[src/rtl/core/coo_to_csr_row_pointers_core_assert.svh]
// Assertion macros shared by the core RTL.
`ifndef COO_TO_CSR_ROW_POINTERS_CORE_ASSERT_SVH
`define COO_TO_CSR_ROW_POINTERS_CORE_ASSERT_SVH

// Same-cycle implication.
`define CCRP_ASSERT_IMPL(label, clk, rst_n, ante, cons) \
	label: assert property (@(posedge clk) disable iff (!(rst_n)) (ante) |-> (cons)) \
		else $error("core assertion failed");

// Next-cycle implication.
`define CCRP_ASSERT_NEXT(label, clk, rst_n, ante, cons) \
	label: assert property (@(posedge clk) disable iff (!(rst_n)) (ante) |=> (cons)) \
		else $error("core assertion failed");

`endif

[src/rtl/core/ccrp_pkg.sv]
package ccrp_pkg;

	localparam int ROW_W = 6;
	localparam int COL_W = 6;
	localparam int VAL_W = 64;
	localparam int IDX_W = 12;
	localparam int CNT_W = 13;

	localparam logic OP_ENTRY  = 1'b0;
	localparam logic OP_FINISH = 1'b1;

	localparam logic KIND_ENTRY = 1'b0;
	localparam logic KIND_PTR   = 1'b1;

	// write request into the row-count store
	typedef struct packed {
		logic             we;
		logic [ROW_W-1:0] addr;
		logic [CNT_W-1:0] data;
	} ccrp_wr_t;

endpackage

[src/rtl/core/ccrp_count_store.sv]
module ccrp_count_store import ccrp_pkg::*; #(
	parameter int DEPTH = 64
) (
	input  logic             clk,
	input  logic             arst_n,
	input  logic [ROW_W-1:0] rd_addr,
	input  ccrp_wr_t         wr,
	input  logic             clear,
	output logic [CNT_W-1:0] rd_data
);

	localparam int AW = $clog2(DEPTH);

	logic [CNT_W-1:0] mem_q [DEPTH];
	logic [DEPTH-1:0] valid_q;
	logic [CNT_W-1:0] rd_q;
	logic             rd_ok_q;
	logic [AW-1:0]    ra;
	logic [AW-1:0]    wa;

	assign ra = rd_addr[AW-1:0];
	assign wa = wr.addr[AW-1:0];

	always_ff @(posedge clk) begin
		if (wr.we) begin
			mem_q[wa] <= wr.data;
		end
		rd_q <= mem_q[ra];
	end

	// entry never written since the last clear reads as zero
	always_ff @(posedge clk or negedge arst_n) begin
		if (!arst_n) begin
			valid_q <= '0;
			rd_ok_q <= 1'b0;
		end else begin
			if (clear) begin
				valid_q <= '0;
			end else if (wr.we) begin
				valid_q[wa] <= 1'b1;
			end
			rd_ok_q <= valid_q[ra];
		end
	end

	assign rd_data = rd_ok_q ? rd_q : '0;

endmodule

[src/rtl/core/coo_to_csr_row_pointers_core.sv]
// Channel | Handshake              | Payload
// --------+------------------------+----------------------------------------------
// in      | in_valid / in_stall    | opcode, row, col, value_re, value_im
// out     | out_valid / out_stall  | kind, index, col_out, re_out, im_out, pointer,
//         |                        | error, last
// cfg     | cfg_valid / cfg_ready  | cfg_data (rows_in_use)
//
// An entry's echo is registered and its row count is updated through a registered
// read, increment, write of the count RAM, forwarded back to back.
// A finish walks the count RAM: each pointer is emitted and its row read in ST_EMIT,
// then that row's count is added in ST_ADD; input is stalled for the whole walk.
// Reset leaves every count at zero through per-row valid bits; a finish clears them
// with the final pointer. Output stall holds the result register and stalls input.
module coo_to_csr_row_pointers_core import ccrp_pkg::*; #(
	parameter int MAX_ROWS    = 63,
	parameter int MAX_ENTRIES = 4096
) (
	input  logic             clk,
	input  logic             arst_n,
	input  logic             in_valid,
	output logic             in_stall,
	input  logic             opcode,
	input  logic [ROW_W-1:0] row,
	input  logic [COL_W-1:0] col,
	input  logic [VAL_W-1:0] value_re,
	input  logic [VAL_W-1:0] value_im,
	output logic             out_valid,
	input  logic             out_stall,
	output logic             kind,
	output logic [IDX_W-1:0] index,
	output logic [COL_W-1:0] col_out,
	output logic [VAL_W-1:0] re_out,
	output logic [VAL_W-1:0] im_out,
	output logic [CNT_W-1:0] pointer,
	output logic             error,
	output logic             last,
	input  logic             cfg_valid,
	output logic             cfg_ready,
	input  logic [ROW_W-1:0] cfg_data
);

	`include "coo_to_csr_row_pointers_core_assert.svh"

	localparam int DEPTH = MAX_ROWS + 1;
	localparam int AW    = $clog2(DEPTH);
	localparam int EW    = $clog2(MAX_ENTRIES + 1);

	localparam logic [1:0] ST_IDLE = 2'd0;
	localparam logic [1:0] ST_EMIT = 2'd1;
	localparam logic [1:0] ST_ADD  = 2'd2;

	logic [ROW_W-1:0] rows_in_use_q;
	logic [ROW_W-1:0] nrows;
	logic [EW-1:0]    entry_count_q;
	logic [1:0]       state_q;
	logic [AW-1:0]    r_q;
	logic [CNT_W-1:0] sum_q;

	logic             s1_vld_q;
	logic [AW-1:0]    row_s1;
	logic             wr_vld_q;
	logic [AW-1:0]    wr_row_q;
	logic [CNT_W-1:0] wr_val_q;

	logic             out_valid_q;
	logic             kind_q;
	logic [IDX_W-1:0] index_q;
	logic [COL_W-1:0] col_q;
	logic [VAL_W-1:0] re_q;
	logic [VAL_W-1:0] im_q;
	logic [CNT_W-1:0] pointer_q;
	logic             error_q;
	logic             last_q;

	logic             out_free;
	logic             in_acc;
	logic             is_entry;
	logic             ent_bad;
	logic             ent_ok;
	logic             fin_acc;
	logic             emit;
	logic             at_last;
	logic             emit_last;
	logic [ROW_W-1:0] rd_addr;
	logic [CNT_W-1:0] rd_data;
	logic             wr_hit;
	logic [CNT_W-1:0] cnt_cur;
	ccrp_wr_t         wr;

	assign nrows = (rows_in_use_q > ROW_W'(MAX_ROWS)) ? ROW_W'(MAX_ROWS) : rows_in_use_q;

	assign out_free  = !out_valid_q || !out_stall;
	assign in_stall  = (state_q != ST_IDLE) || !out_free;
	assign in_acc    = in_valid && !in_stall;
	assign is_entry  = (opcode == OP_ENTRY);
	assign ent_bad   = (row >= nrows) || (entry_count_q >= EW'(MAX_ENTRIES));
	assign ent_ok    = in_acc && is_entry && !ent_bad;
	assign fin_acc   = in_acc && !is_entry;
	assign at_last   = (ROW_W'(r_q) == nrows);
	assign emit      = (state_q == ST_EMIT) && out_free;
	assign emit_last = emit && at_last;

	assign cfg_ready = 1'b1;

	always_ff @(posedge clk or negedge arst_n) begin
		if (!arst_n) begin
			rows_in_use_q <= ROW_W'(63);
		end else if (cfg_valid) begin
			rows_in_use_q <= cfg_data;
		end
	end

	// count RAM: entry path reads at the input row, finish walk reads at r_q
	assign rd_addr = (state_q == ST_IDLE) ? row : ROW_W'(r_q);

	// the write issued at the edge of our read is not yet visible in read data
	assign wr_hit  = wr_vld_q && (wr_row_q == row_s1);
	assign cnt_cur = wr_hit ? wr_val_q : rd_data;

	always_comb begin
		wr.we   = s1_vld_q;
		wr.addr = ROW_W'(row_s1);
		wr.data = cnt_cur + CNT_W'(1);
	end

	ccrp_count_store #(
		.DEPTH(DEPTH)
	) u_store (
		.clk    (clk),
		.arst_n (arst_n),
		.rd_addr(rd_addr),
		.wr     (wr),
		.clear  (emit_last),
		.rd_data(rd_data)
	);

	always_ff @(posedge clk or negedge arst_n) begin
		if (!arst_n) begin
			s1_vld_q <= 1'b0;
			wr_vld_q <= 1'b0;
		end else begin
			s1_vld_q <= ent_ok;
			wr_vld_q <= s1_vld_q;
		end
	end

	always_ff @(posedge clk) begin
		row_s1   <= row[AW-1:0];
		wr_row_q <= row_s1;
		wr_val_q <= wr.data;
	end

	always_ff @(posedge clk or negedge arst_n) begin
		if (!arst_n) begin
			state_q       <= ST_IDLE;
			entry_count_q <= '0;
			r_q           <= '0;
			sum_q         <= '0;
		end else begin
			if (emit_last) begin
				entry_count_q <= '0;
			end else if (ent_ok) begin
				entry_count_q <= entry_count_q + EW'(1);
			end
			case (state_q)
				ST_IDLE: begin
					if (fin_acc) begin
						state_q <= ST_EMIT;
						r_q     <= '0;
						sum_q   <= '0;
					end
				end
				ST_EMIT: begin
					if (emit) begin
						state_q <= at_last ? ST_IDLE : ST_ADD;
					end
				end
				ST_ADD: begin
					sum_q   <= sum_q + rd_data;
					r_q     <= r_q + AW'(1);
					state_q <= ST_EMIT;
				end
				default: begin
					state_q <= ST_IDLE;
				end
			endcase
		end
	end

	always_ff @(posedge clk or negedge arst_n) begin
		if (!arst_n) begin
			out_valid_q <= 1'b0;
		end else if ((in_acc && is_entry) || emit) begin
			out_valid_q <= 1'b1;
		end else if (!out_stall) begin
			out_valid_q <= 1'b0;
		end
	end

	always_ff @(posedge clk) begin
		if (in_acc && is_entry) begin
			kind_q    <= KIND_ENTRY;
			index_q   <= ent_bad ? '0 : IDX_W'(entry_count_q);
			col_q     <= col;
			re_q      <= value_re;
			im_q      <= value_im;
			pointer_q <= '0;
			error_q   <= ent_bad;
			last_q    <= 1'b1;
		end else if (emit) begin
			kind_q    <= KIND_PTR;
			index_q   <= IDX_W'(r_q);
			col_q     <= '0;
			re_q      <= '0;
			im_q      <= '0;
			pointer_q <= sum_q;
			error_q   <= 1'b0;
			last_q    <= at_last;
		end
	end

	assign out_valid = out_valid_q;
	assign kind      = kind_q;
	assign index     = index_q;
	assign col_out   = col_q;
	assign re_out    = re_q;
	assign im_out    = im_q;
	assign pointer   = pointer_q;
	assign error     = error_q;
	assign last      = last_q;

	// no count update may still be in flight while the walk reads the RAM
	`CCRP_ASSERT_IMPL(a_walk_no_rmw, clk, arst_n, state_q != ST_IDLE, !s1_vld_q)
	// final pointer ends the walk and resets the entry count
	`CCRP_ASSERT_NEXT(a_last_ends_walk, clk, arst_n, emit_last, (state_q == ST_IDLE) && (entry_count_q == '0))
	`CCRP_ASSERT_IMPL(a_count_bound, clk, arst_n, 1'b1, entry_count_q <= EW'(MAX_ENTRIES))
	// a count update is issued only for an accepted entry
	`CCRP_ASSERT_NEXT(a_rmw_from_entry, clk, arst_n, !in_acc, !s1_vld_q)

endmodule
[config.mk]
export PLATFORM = sky130hd
export DESIGN_NAME = coo_to_csr_row_pointers_core
export DESIGN_NICKNAME = d
export VERILOG_FILES = /design/src/rtl/core/ccrp_pkg.sv /design/src/rtl/core/ccrp_count_store.sv /design/src/rtl/core/coo_to_csr_row_pointers_core.sv
export VERILOG_INCLUDE_DIRS = /design/src /design/src/rtl/core
export SDC_FILE = /design/constraint.sdc
export NUM_CORES = 2
export LEC_CHECK = 0
export ABC_AREA = 1
export BUFFER_PORTS_ARGS = -buffer_cell sky130_fd_sc_hd__buf_2
export CORE_ASPECT_RATIO = 1.1
export CORE_MARGIN = 4
export CORE_UTILIZATION = 39
export DETAILED_ROUTE_END_ITERATION = 7
export GPL_TIMING_DRIVEN = 0
export PLACE_DENSITY = 0.64
export SLEW_MARGIN = 5
export SYNTH_ARGS = -nofsm -noshare
export SYNTH_HDL_FRONTEND = slang
export SYNTH_SLANG_ARGS = --single-unit
[constraint.sdc]
create_clock -name clk -period 12.4 [get_ports clk]
set_clock_uncertainty 0.05 [all_clocks]
set_input_delay 3.72 -clock clk [delete_from_list [all_inputs] [get_ports clk]]
set_output_delay 3.72 -clock clk [all_outputs]
set_load 0.1 [all_outputs]
* After elaboration in Yosys (flattened, before gate mapping)
Memories as Yosys holds them, arrays and structs flattened. A register that Yosys moved wholly into a read port is not among the register bits.
Index checks and enable logic that the tools add are counted.
** Word-level totals
- Register bits :: 295
- RAM bits :: 832
- Input port bits :: 152
- Logic and storage cells :: 100
- Memories kept :: 1
** Memories
- u_store.mem_q :: depth 64, bits a word 13, rd ports 1, clocked after memory_dff 1, write ports 1, RTL line ccrp_count_store.sv:14 : logic [CNT_W-1:0] mem_q [DEPTH];
** Cells by class
- Add/subtract/negate cells :: 4
- Order comparisons :: 6
- Equal/unequal tests :: 7
- Muxes and demuxes :: 34
- Bitwise gates (word level) :: 2
- Reduce and logical (&&, ||, !) cells :: 25
** Operators with widths (count)
- 64-bit two-way mux :: 5
- 13-bit two-way mux :: 5
- 64-bit OR :: 1
- 12-bit two-way mux :: 3
- 6-bit two-way mux :: 5
- 13-bit by 1-bit adder with 13-bit output (second input constant) :: 2
- 13-bit case mux with 2 select lines :: 1
- 6-bit by 7-bit less-than comparator with 1-bit output (second input constant) :: 2
- 13-bit adder :: 1
- 13-bit >= comparator (second input constant) :: 1
- 6-bit == test :: 2
- 6-bit case mux with 2 select lines :: 1
- 2-bit nonzero test :: 5
- 1-bit logical AND :: 8
- 1-bit two-way mux :: 8
- 6-bit by 1-bit adder with 6-bit output (second input constant) :: 1
- 1-bit binary-select mux with 6-bit select :: 1
- 1-bit demux with 6-bit select :: 1
- 6-bit by 1-bit >= comparator with 1-bit output (second input constant) :: 1
- 6-bit >= comparator :: 1
- 6-bit greater-than comparator (second input constant) :: 1
- 2-bit two-way mux :: 3
- 2-bit case mux with 3 select lines :: 1
- 1-bit logical NOT :: 5
- other kinds (8) :: 13

* Longest topological paths before layout
- Depth in word-level cells :: 10
- Gate-level depth with buffers :: 16
- Gate-level depth less buffers :: 16

* Hierarchy
From an unflattened synthesis, not the netlist that was laid out.
** Unflattened totals
- Cell total of the unflattened synthesis :: 4335
- Area total of the unflattened synthesis :: 47471.8 µm²
** Modules (own cells, without submodules)
- ccrp_count_store :: instances 1, cells each 3291, area each 37424.6 µm², seq. area each 26870.8 µm²
- coo_to_csr_row_pointers_core :: instances 1, cells each 1044, area each 10047.1 µm², seq. area each 6298.5 µm²

* Worst setup path after synthesis
Ideal clock, no wire load.
- Path kind :: input -> register
- Start :: in out_stall
- End :: reg col_q[0] (netlist: col_out[0]), enable pin
- Setup time :: 1.241 ns
- Data arrival time :: 7.089 ns
- Data required time :: 11.109 ns
- Slack :: 4.020 ns
- Stages :: 7
- Path through :: nand2_1 nand3_1 or2_1 buf_6 clkbuf_1 buf_2 nand2_1
** On the way
- Cells in the longest elaborated chain, start to end :: 8
** Ends and longest elaborated chain
- start: declaration :: RTL line coo_to_csr_row_pointers_core.sv:28 : input logic out_stall,
- 1-bit logical NOT *
- 1-bit logical OR * :: RTL line coo_to_csr_row_pointers_core.sv:92 : assign out_free = !out_valid_q || !out_stall;
- 1-bit logical NOT :: RTL line coo_to_csr_row_pointers_core.sv:93 : assign in_stall = (state_q != ST_IDLE) || !out_free;
- 1-bit logical OR :: RTL line coo_to_csr_row_pointers_core.sv:93
- 1-bit logical NOT :: RTL line coo_to_csr_row_pointers_core.sv:94 : assign in_acc = in_valid && !in_stall;
- 1-bit logical AND :: RTL line coo_to_csr_row_pointers_core.sv:94
- 1-bit logical AND :: RTL line coo_to_csr_row_pointers_core.sv:201 : if (in_acc && is_entry) begin
- 2-bit nonzero test (no line) *
- end signal: assignment :: RTL line coo_to_csr_row_pointers_core.sv:204 : col_q <= col;
- end: declaration :: RTL line coo_to_csr_row_pointers_core.sv:68 : logic [COL_W-1:0] col_q;
Mark *: on every way between the ends. The rest lies on a longest branch, timed or not.
A chain may end at the register's enable or synchronous reset.

* Final worst setup path
- Start :: in out_stall
- End :: out in_stall
** On the way
- Cells in the longest elaborated chain, start to end :: 4
** Ends and longest elaborated chain
- 1-bit logical NOT
- 1-bit logical OR :: RTL line coo_to_csr_row_pointers_core.sv:92
- 1-bit logical NOT :: RTL line coo_to_csr_row_pointers_core.sv:93
- 1-bit logical OR :: RTL line coo_to_csr_row_pointers_core.sv:93
- end: declaration :: RTL line coo_to_csr_row_pointers_core.sv:21 : output logic in_stall,
Every way passes these cells.

==> impl_metrics.xml <==
<?xml version="1.0" encoding="UTF-8"?>
<metrics>
  <group name="status">
    <metric name="run_status" unit="">complete, but fails checks</metric>
    <metric name="violated_checks" unit="">max-capacitance violations</metric>
  </group>
  <group name="yosys">
    <metric name="synth_top_cell_by_area" unit="">sky130_fd_sc_hd__edfxtp_1</metric>
    <metric name="synthTopCellsByArea" unit="">sky130_fd_sc_hd__edfxtp_1, sky130_fd_sc_hd__nand3_1, sky130_fd_sc_hd__nand2_1</metric>
    <metric name="synthesis.instances" unit="">5094</metric>
    <metric name="synth_flop_cell" unit="">sky130_fd_sc_hd__edfxtp_1</metric>
    <metric name="synth-seq-area-share" unit="%">66.5</metric>
    <metric name="postSynthNetCount" unit="">5261</metric>
    <metric name="share_of_synthesized_registers_carrying_an_async_set_or_reset" unit="%">9.47</metric>
    <metric name="syn_avg_cell_area" unit="um^2">9.79</metric>
    <metric name="edff_count_synth" unit="">979</metric>
    <metric name="synthDominantCellAreaShare" unit="%">58.9</metric>
    <metric name="mappedNetlistArea" unit="mm^2">0.0499</metric>
    <metric name="synthDistinctLibCells" unit="">43</metric>
    <metric name="synth_seq_cells" unit="">1140</metric>
    <metric name="syn_warnings" unit="">0</metric>
  </group>
  <group name="cells_and_area">
    <metric name="seqCellArea" unit="mm^2">0.0332</metric>
    <metric name="area_delta_synth_final" unit="%">17.6</metric>
    <metric name="final_common_cell" unit="">sky130_fd_sc_hd__nand2_1</metric>
    <metric name="drive_gt1_share" unit="%">14.0</metric>
    <metric name="multi_input_area" unit="mm^2">0.0118</metric>
    <metric name="fillerInstances" unit="">11708</metric>
    <metric name="postLayoutCoreUtil" unit="%">46.2</metric>
    <metric name="layout_common_cells" unit="">sky130_fd_sc_hd__nand2_1, sky130_fd_sc_hd__inv_1, sky130_fd_sc_hd__edfxtp_1, sky130_fd_sc_hd__nand3_1, sky130_fd_sc_hd__buf_2</metric>
    <metric name="nNetsFinal" unit="">5746</metric>
  </group>
  <group name="critical_path">
    <metric name="setup.worst_path.class" unit="">in -&gt; out</metric>
    <metric name="end_kind" unit="">output pin</metric>
    <metric name="register_to_register_setup_slack" unit="ps">8550</metric>
    <metric name="startpoint_kind_of_the_worst_setup_timing_path" unit="">input pin</metric>
    <metric name="rr_startpoint" unit="">row_s1[5]</metric>
    <metric name="critPathCapture" unit="">in_stall</metric>
    <metric name="worst-endpoint-required" unit="ps">8630</metric>
    <metric name="worstReg2RegEnd" unit="">u_store.mem_q[4][4]</metric>
    <metric name="rr_worst_depth" unit="">15</metric>
    <metric name="highest_fanout_seen_on_the_critical_path" unit="">6</metric>
    <metric name="crit_start" unit="">out_stall</metric>
    <metric name="timing.critical_path.arrival" unit="ps">4660</metric>
  </group>
  <group name="sta">
    <metric name="report.final.slew_viol_count" unit="">0</metric>
    <metric name="setup_slack" unit="ps">3970</metric>
    <metric name="finalHoldViolCount" unit="">0</metric>
    <metric name="slew-limit-headroom" unit="%">3.50</metric>
    <metric name="achievable-frequency" unit="MHz">119</metric>
    <metric name="grt_setup_unrepaired" unit="">no</metric>
    <metric name="finalHoldWorstSlack" unit="ps">399</metric>
    <metric name="tightestPinTransition" unit="ps">1440</metric>
    <metric name="period_needed" unit="ps">8430</metric>
    <metric name="portion_of_the_clock_cycle_consumed_by_the_worst_path_in_the_final_layout" unit="%">68.0</metric>
    <metric name="setup_tns" unit="ps">0</metric>
    <metric name="timing.final.setup_violations" unit="">0</metric>
  </group>
  <group name="global_routing">
    <metric name="grt_max_degree" unit="">77</metric>
    <metric name="gr-total-overflow" unit="">0</metric>
    <metric name="grt_pass1_wl" unit="mm">230</metric>
    <metric name="grt_pass1_vias" unit="">35094</metric>
    <metric name="initial_antenna_violation_count" unit="">3</metric>
    <metric name="track_usage" unit="%">23.3</metric>
  </group>
  <group name="drt">
    <metric name="drt-pass1-iter-count" unit="">6</metric>
    <metric name="routed-via-count" unit="">36990</metric>
    <metric name="drt-total-wl" unit="mm">160</metric>
    <metric name="drcViolationCount" unit="">0</metric>
    <metric name="drt-wirelength-per-cell" unit="um">21.7</metric>
    <metric name="routed_via_density" unit="">5.03</metric>
    <metric name="iter_0_drt_violations" unit="">4075</metric>
    <metric name="top_signal_layer_used" unit="">met5</metric>
    <metric name="ant_nets" unit="">0</metric>
    <metric name="wl_met3" unit="mm">14.2</metric>
    <metric name="wl_met1" unit="mm">61.0</metric>
    <metric name="met2_wirelength" unit="mm">75.9</metric>
  </group>
  <group name="floorplanning">
    <metric name="die_x" unit="um">349</metric>
    <metric name="initial_core_util" unit="%">39.3</metric>
    <metric name="die-height" unit="um">383</metric>
    <metric name="floorplan.die_area" unit="mm^2">0.134</metric>
    <metric name="ios" unit="">317</metric>
    <metric name="core_region_area" unit="mm^2">0.127</metric>
    <metric name="num_rows" unit="">137</metric>
  </group>
  <group name="clock_network">
    <metric name="postCtsHoldBufs" unit="">0</metric>
    <metric name="clockBufferDepth" unit="">3</metric>
    <metric name="cts_tree" unit="">yes</metric>
    <metric name="tritoncts.num_buffers" unit="">112</metric>
    <metric name="clock_slew_seen_by_the_registers_of_the_worst_setup_and_hold_paths" unit="ps">60</metric>
    <metric name="post_cts.repair.setup_buffers" unit="">0</metric>
    <metric name="cts.sink_count" unit="">1140</metric>
    <metric name="cts_htree_levels" unit="">3</metric>
    <metric name="clk-insertion-delay-late" unit="ps">720</metric>
    <metric name="ctsResizeCount" unit="">0</metric>
    <metric name="root_buffer" unit="">sky130_fd_sc_hd__clkbuf_16</metric>
  </group>
  <group name="power_and_ir_drop">
    <metric name="vdd_drop_max" unit="mV">0.154</metric>
    <metric name="fin_total_pwr" unit="mW">16.0</metric>
    <metric name="total_leakage_power" unit="nW">26.2</metric>
    <metric name="power.density_cell_area" unit="mW/mm^2">272</metric>
  </group>
  <group name="worst_hold_path">
    <metric name="hold_path.class" unit="">reg -&gt; reg</metric>
    <metric name="hold_path_depth" unit="">0</metric>
  </group>
  <group name="run">
    <metric name="max_cap_violations" unit="">1</metric>
  </group>
  <group name="place">
    <metric name="port-buffer-count" unit="">315</metric>
    <metric name="placement.setup.worst_slack" unit="ps">3990</metric>
    <metric name="gp_routability_congestion" unit="">0.942</metric>
    <metric name="dp_hpwl" unit="mm">116</metric>
  </group>
</metrics>
## synth_stat cells (2+ instances only)
| cell | n |
|---|---|
| sky130_fd_sc_hd__nor2_1 | 395 |
| sky130_fd_sc_hd__o21ai_1 | 3 |
| sky130_fd_sc_hd__o21a_1 | 3 |
| sky130_fd_sc_hd__buf_1 | 13 |
| sky130_fd_sc_hd__o31ai_1 | 2 |
| sky130_fd_sc_hd__inv_1 | 1094 |
| sky130_fd_sc_hd__dfrtp_1 | 102 |
| sky130_fd_sc_hd__dfstp_2 | 6 |
| sky130_fd_sc_hd__nand2_1 | 1143 |
| sky130_fd_sc_hd__inv_2 | 5 |
| sky130_fd_sc_hd__a31oi_1 | 2 |
| sky130_fd_sc_hd__clkbuf_1 | 59 |
| sky130_fd_sc_hd__xor2_1 | 13 |
| sky130_fd_sc_hd__buf_6 | 2 |
| sky130_fd_sc_hd__buf_2 | 149 |
| sky130_fd_sc_hd__nand3_1 | 917 |
| sky130_fd_sc_hd__nor3_1 | 16 |
| sky130_fd_sc_hd__nor4_1 | 5 |
| sky130_fd_sc_hd__nand2_2 | 3 |
| sky130_fd_sc_hd__a21oi_1 | 17 |
| sky130_fd_sc_hd__ha_1 | 14 |
| sky130_fd_sc_hd__nand4_1 | 9 |
| sky130_fd_sc_hd__xnor2_1 | 2 |
| sky130_fd_sc_hd__nor2_2 | 4 |
| sky130_fd_sc_hd__o32ai_1 | 2 |
| sky130_fd_sc_hd__o22ai_1 | 9 |
| sky130_fd_sc_hd__dfxtp_1 | 53 |
| sky130_fd_sc_hd__a21o_1 | 2 |
| sky130_fd_sc_hd__a21boi_0 | 2 |
| sky130_fd_sc_hd__o21ai_0 | 51 |
| sky130_fd_sc_hd__edfxtp_1 | 979 |
| sky130_fd_sc_hd__buf_4 | 6 |
| sky130_fd_sc_hd__o21ai_2 | 2 |
## report_power, final
part | internal [mW] | leakage, nW | total (mW) | switching [mW]
logic | 1.61 | 13.7 | 7.29 | 5.68
registers | 5.10 | 10.7 | 5.26 | 0.161
clock network | 1.92 | 1.80 | 3.42 | 1.50
total | 8.63 | 26.2 | 16.0 | 7.34
## flip-flops by register name, summed over array words and instances (netlist names), 12 cells and up
register,flops
wr_val_q,13
sum_q,13
pointer,13
u_store.mem_q,832
index,12
u_store.rd_q,13
entry_count_q,13
re_out,64
u_store.valid_q,64
im_out,64
## area by class of cell
cell class,instances,share of cell area (%)
flip-flops and latches,1140,56.5
multi-input cells,2625,20.2
inverters,1100,7.04
clock buffers,144,5.24
repair buffers,371,4.57
well taps,1668,3.56
plain buffers,229,1.85
clock inverters,69,1.04
diodes,1,0.00427
## through the flow
step	area, um^2	cells
2_1_floorplan	49900	5094
3_3_place_gp	53600	7077
3_5_place_dp	54900	7133
4_1_cts	58600	7346
5_1_grt	58700	7347
6_report	58700	7347
## critical path, stage by stage
cell	delay [ps]
sky130_fd_sc_hd__buf_2	80
sky130_fd_sc_hd__nand2_1	180
sky130_fd_sc_hd__nand2_1	210
sky130_fd_sc_hd__buf_2	450
## kinds of logic after synthesis
logic type | share of synthesized area [%]
flip-flops | 66.5
other | 0.00752
AND/OR/NAND/NOR | 21.3
buffers and inverters | 10.5
XOR/XNOR | 0.263
AO/OA/AOI/OAI | 1.09
adder cells (fa/ha/maj) | 0.391
## how the worst min path moves through the flow
stage / end / slack, ps / from
after floorplan: wr_vld_q / 300 / s1_vld_q
after global placement: wr_row_q[0] / 380 / row_s1[0]
after detailed placement: wr_row_q[1] / 380 / row_s1[1]
after CTS: wr_row_q[2] / 390 / row_s1[2]
after global routing: wr_row_q[2] / 420 / row_s1[2]
final: wr_row_q[2] / 400 / row_s1[2]
## layer usage
| metal | vias up | global-route usage, % |
|---|---|---|
| li1 | 17200 | - |
| met1 | 17603 | 28.9 |
| met2 | 1825 | 38.8 |
| met3 | 360 | 4.46 |
| met4 | 2 | 11.9 |
| met5 | - | 0 |
Note: power is estimated with default switching activity, not from simulation.
